<file path="src/rtl/tcw_pkg.sv">
package tcw_pkg;

    // Screen geometry
    localparam int SCREEN_COLS = 80;
    localparam int OUTPUT_ROWS = 24;
    localparam int CELL_COUNT  = SCREEN_COLS * OUTPUT_ROWS;
    localparam int ADDR_W      = $clog2(CELL_COUNT);
    localparam int ROW_W       = $clog2(OUTPUT_ROWS);
    localparam int COL_W       = $clog2(SCREEN_COLS);

    // Item actions
    localparam logic [1:0] ACT_PUT   = 2'd0;
    localparam logic [1:0] ACT_CLEAR = 2'd1;
    localparam logic [1:0] ACT_READ  = 2'd2;

    localparam logic [7:0] NEWLINE_CODE = 8'd10;
    localparam logic [7:0] BLANK_CODE   = 8'd32;
    localparam logic [7:0] RESET_COLOR  = 8'h0F;

    typedef struct packed {
        logic [1:0]  action;
        logic [7:0]  char_code;
        logic [10:0] cell_index;
    } t_in;

    typedef struct packed {
        logic [15:0] cell_data;
        logic [4:0]  cursor_row;
        logic [6:0]  cursor_col;
        logic        scrolled;
    } t_out;

    typedef struct packed {
        logic capture;  // latch the incoming item
        logic exec;     // execute the latched item
        logic sweep;    // advance the store sweep by one cell
        logic init;     // sweep belongs to the reset clearing pass
        logic finish;   // report the result of a swept item
    } t_cmd;

    typedef struct packed {
        logic need_sweep;
        logic sweep_last;
    } t_status;

endpackage

</file>
<file path="src/rtl/tcw_ctrl.sv">
module tcw_ctrl (
    input  logic             i_clk,
    input  logic             i_rst_n,
    input  logic             i_start,
    output logic             o_busy,
    input  tcw_pkg::t_status i_status,
    output tcw_pkg::t_cmd    o_cmd
);

    localparam logic [2:0] S_INIT       = 3'd0;
    localparam logic [2:0] S_INIT_DRAIN = 3'd1;
    localparam logic [2:0] S_IDLE       = 3'd2;
    localparam logic [2:0] S_EXEC       = 3'd3;
    localparam logic [2:0] S_SWEEP      = 3'd4;
    localparam logic [2:0] S_DRAIN      = 3'd5;

    logic [2:0] r_state;
    logic [2:0] n_state;

    always_comb begin
        n_state = r_state;
        o_cmd   = '0;
        case (r_state)
            S_INIT: begin
                o_cmd.sweep = 1'b1;
                o_cmd.init  = 1'b1;
                if (i_status.sweep_last) begin
                    n_state = S_INIT_DRAIN;
                end
            end
            S_INIT_DRAIN: begin
                n_state = S_IDLE;
            end
            S_IDLE: begin
                if (i_start) begin
                    o_cmd.capture = 1'b1;
                    n_state       = S_EXEC;
                end
            end
            S_EXEC: begin
                o_cmd.exec = 1'b1;
                n_state    = i_status.need_sweep ? S_SWEEP : S_IDLE;
            end
            S_SWEEP: begin
                o_cmd.sweep = 1'b1;
                if (i_status.sweep_last) begin
                    n_state = S_DRAIN;
                end
            end
            S_DRAIN: begin
                o_cmd.finish = 1'b1;
                n_state      = S_IDLE;
            end
            default: begin
                n_state = S_INIT;
            end
        endcase
    end

    always_ff @(posedge i_clk) begin
        if (!i_rst_n) begin
            r_state <= S_INIT;
        end else begin
            r_state <= n_state;
        end
    end

    assign o_busy = (r_state != S_IDLE);

endmodule

</file>
<file path="config.mk">
export PLATFORM = sky130hd
export DESIGN_NAME = tcw_ctrl
export DESIGN_NICKNAME = d
export VERILOG_FILES = /design/src/rtl/tcw_pkg.sv /design/src/rtl/tcw_ctrl.sv
export SDC_FILE = /design/constraint.sdc
export NUM_CORES = 1
export LEC_CHECK = 0
export ABC_AREA = 1
export ABC_CLOCK_PERIOD_IN_PS = 1900
export BUFFER_PORTS_ARGS = -buffer_cell sky130_fd_sc_hd__buf_2
export CAP_MARGIN = 10
export CORE_AREA = 3 3 40 42
export DETAILED_ROUTE_END_ITERATION = 8
export DIE_AREA = 0 0 43 45
export HOLD_SLACK_MARGIN = 0.08
export PLACE_DENSITY = 0.35
export SLEW_MARGIN = 20
export SYNTH_ARGS = -nofsm -noshare
export SYNTH_HDL_FRONTEND = slang
export SYNTH_SLANG_ARGS = --single-unit
</file>
<file path="constraint.sdc">
create_clock -name i_clk -period 1.9 [get_ports i_clk]
set_input_delay 0.285 -clock i_clk [delete_from_list [all_inputs] [get_ports i_clk]]
set_output_delay 0.285 -clock i_clk [all_outputs]
set_load 0.005 [all_outputs]
</file>
==> flow_metrics.tcl <==
set metrics [dict create \
    fp.dieW_um 43 \
    power.internal_uw 173 \
    routed_wl_um 437 \
    synth_largest_area_cell "dfxtp_1" \
    drive_gt1_frac 0.326 \
    cts-resized-gates 0 \
    dr.pass1.iters 3 \
    ys_top_cells_by_count "nand2_1, inv_1, nor2_1, dfxtp_1" \
    cts-root-buf "clkbuf_4" \
    holdBufCountCts 0 \
    worstPathArrival_ns 1.08 \
    areaGrowthSynthToFinish_pct 54.3 \
    grt_overflow 0 \
    drtAntennaViolNets 0 \
    cp-end-kind "output port" \
    drc_errors 0 \
    synth_edf_count 0 \
    swShare 0.289 \
    avgViaCountPerCell 3.55 \
    htree_num_levels 1 \
    largestRegisters "r_state: 3 flops" \
    p_leak_uw 0.000135 \
    async_flop_share 0 \
    dp_hpwl_um 354 \
    worst_pin_slew_ns 0.264 \
    syn_area_sq_um 175 \
    syn_inst 29 \
    cts_max_path_buffers 2 \
    rsz0062_at_grt "false" \
    cts_made_buffers 3 \
    syn_avg_cell_area_sq_um 6.04 \
    crit_fanout 5 \
    synth_ff_type "dfxtp_1" \
    setup_viol 0 \
    yosysMostFrequentCell "nand2_1" \
    synth_seq_cells 3 \
    hp-start "i_rst_n" \
    min_delay_worst_endpoint "r_state[1]$_SDFFE_PN0P_" \
    die-area_sq_um 1940 \
    yosysSeqAreaShare 0.343 \
    drt_iter0_drc 7 \
    rows 13 \
    clk_latency_ns 0.23 \
    period_share 0.720 \
    fin_nets 49 \
    place_ws_ns 0.763 \
    cts_setup_buffers 0 \
    clock_power_share 0.455 \
    regToRegSetupSlack_ns 1.03 \
    syn_nets 34 \
    r2r_start "r_state[1]$_SDFFE_PN0P_" \
    slew_headroom 0.824 \
    portBuffers 10 \
    setup_ws_ns 0.532 \
    setup_tns_ns 0 \
    hold_path_class "primary input to flip-flop" \
    largest_reg_flops 3 \
    critPathLaunchType "flip-flop" \
    max_clock_freq_ghz 0.731 \
    pwr-share-comb 0.222 \
    regToRegEndpoint "r_state[0]$_SDFFE_PN0P_" \
    ys_types 9 \
    switchingPower_uw 70.1 \
    period_minus_slack_ns 1.37 \
    hold_depth 3 \
    drv_cap 0 \
    synth_area_leaders "dfxtp_1, nand2_1, inv_1" \
    antenna_cells 0 \
    final_util 0.210 \
    status "complete, no violations" \
    die-height_um 45 \
    synth_top_area_share 0.343 \
    grt_pass1_vias 191 \
    max_flop_register "r_state" \
    core_sq_um 1280 \
    r2r_cells 5 \
    p_per_area_nw_per_um2 898 \
    skew_ns 0.0000111 \
    grt_max_degree 7 \
    antenna_found_initial 0 \
    pwr-share-seq 0.323 \
    ys.warnings.count 0 \
    ios 11 \
    hold_viol 0 \
    critical_path_required_ns 1.62 \
    clock-sinks 3 \
    ir_drop_v 0.000173 \
    cts_tree "built" \
    path_class "flip-flop to output port" \
    grt_pass1_wl_um 696 \
    wl_per_cell_um 7.53 \
    cts.clk_slew.worst_paths_ns 0.04 \
    gp_congestion 0.690 \
    grt_usage 0.0517 \
    initial_utilization 0.136 \
    vias 206 \
    drv_slew 0 \
]
[final cells by class]
| cell class | count | area [sq um] |
|---|---|---|
| Timing Repair Buffer | 10 | 50.0 |
| Multi-Input combinational cell | 20 | 92.6 |
| Inverter | 6 | 22.5 |
| Clock buffer | 4 | 26.3 |
| Fill cell | 156 | 1010 |
| Tap cell | 15 | 18.8 |
| Sequential cell | 3 | 60.1 |
[cell families after synthesis]
logic type,share of synthesized area
buffers and inverters,0.129
AND/OR/NAND/NOR,0.471
AO/OA/AOI/OAI,0.0571
flip-flops,0.343
[metal layers]
metal / GRT usage / wire [um]
met1: 0.0507 / 188
met2: 0.0719 / 204
met3: 0.0319 / 43
met4: 0.0542 / 0
met5: 0 / 0
[stage by stage]
stage | total power (uW) | hold WS, ns | cells | cell area [sq um]
2_1_floorplan | 110 | 0.417 | 29 | 175
5_1_grt | 260 | 0.344 | 58 | 270
3_5_place_dp | 134 | 0.543 | 54 | 244
4_1_cts | 249 | 0.305 | 58 | 270
3_3_place_gp | 137 | 0.558 | 54 | 244
6_report | 243 | 0.307 | 58 | 270
[power groups by stage]
stage | clock (uW) | sequential (uW) | combinational [uW]
after floorplan | 0 | 77.3 | 33.0
after global placement | 0 | 80.4 | 56.3
after detailed placement | 0 | 79.3 | 55.1
after CTS | 116 | 78.3 | 55.1
after global routing | 116 | 80.4 | 63.8
final | 110 | 78.4 | 53.8
[layout by cell type (no fill, tap or decap)]
cell      instances
buf_2            10
nand2_1           8
inv_1             6
nor2_1            4
clkbuf_4          3
dfxtp_1           3
nor3_1            2
a21oi_1           2
nand3_1           2
nor2_4            1
nand4_1           1
clkbuf_1          1
[critical path, stage by stage, from the launching register on]
cell	delay, ns
dfxtp_1	0.38
inv_1	0.11
nor2_4	0.11
nand2_1	0.07
nor2_1	0.07
buf_2	0.11
[how the worst max path moves through the flow]
stage	startpoint	end	slack (ns)	cells after the start
floorplan	r_state[1]$_SDFFE_PN0P_	o_cmd[4]	0.89	4
global placement	r_state[1]$_SDFFE_PN0P_	o_cmd[4]	0.73	5
detailed placement	r_state[1]$_SDFFE_PN0P_	o_cmd[4]	0.76	5
CTS	r_state[1]$_SDFFE_PN0P_	o_cmd[4]	0.51	5
global route	r_state[1]$_SDFFE_PN0P_	o_cmd[4]	0.39	5
finish	r_state[1]$_SDFFE_PN0P_	o_cmd[4]	0.53	5
Power figures use the tool's default switching activity.
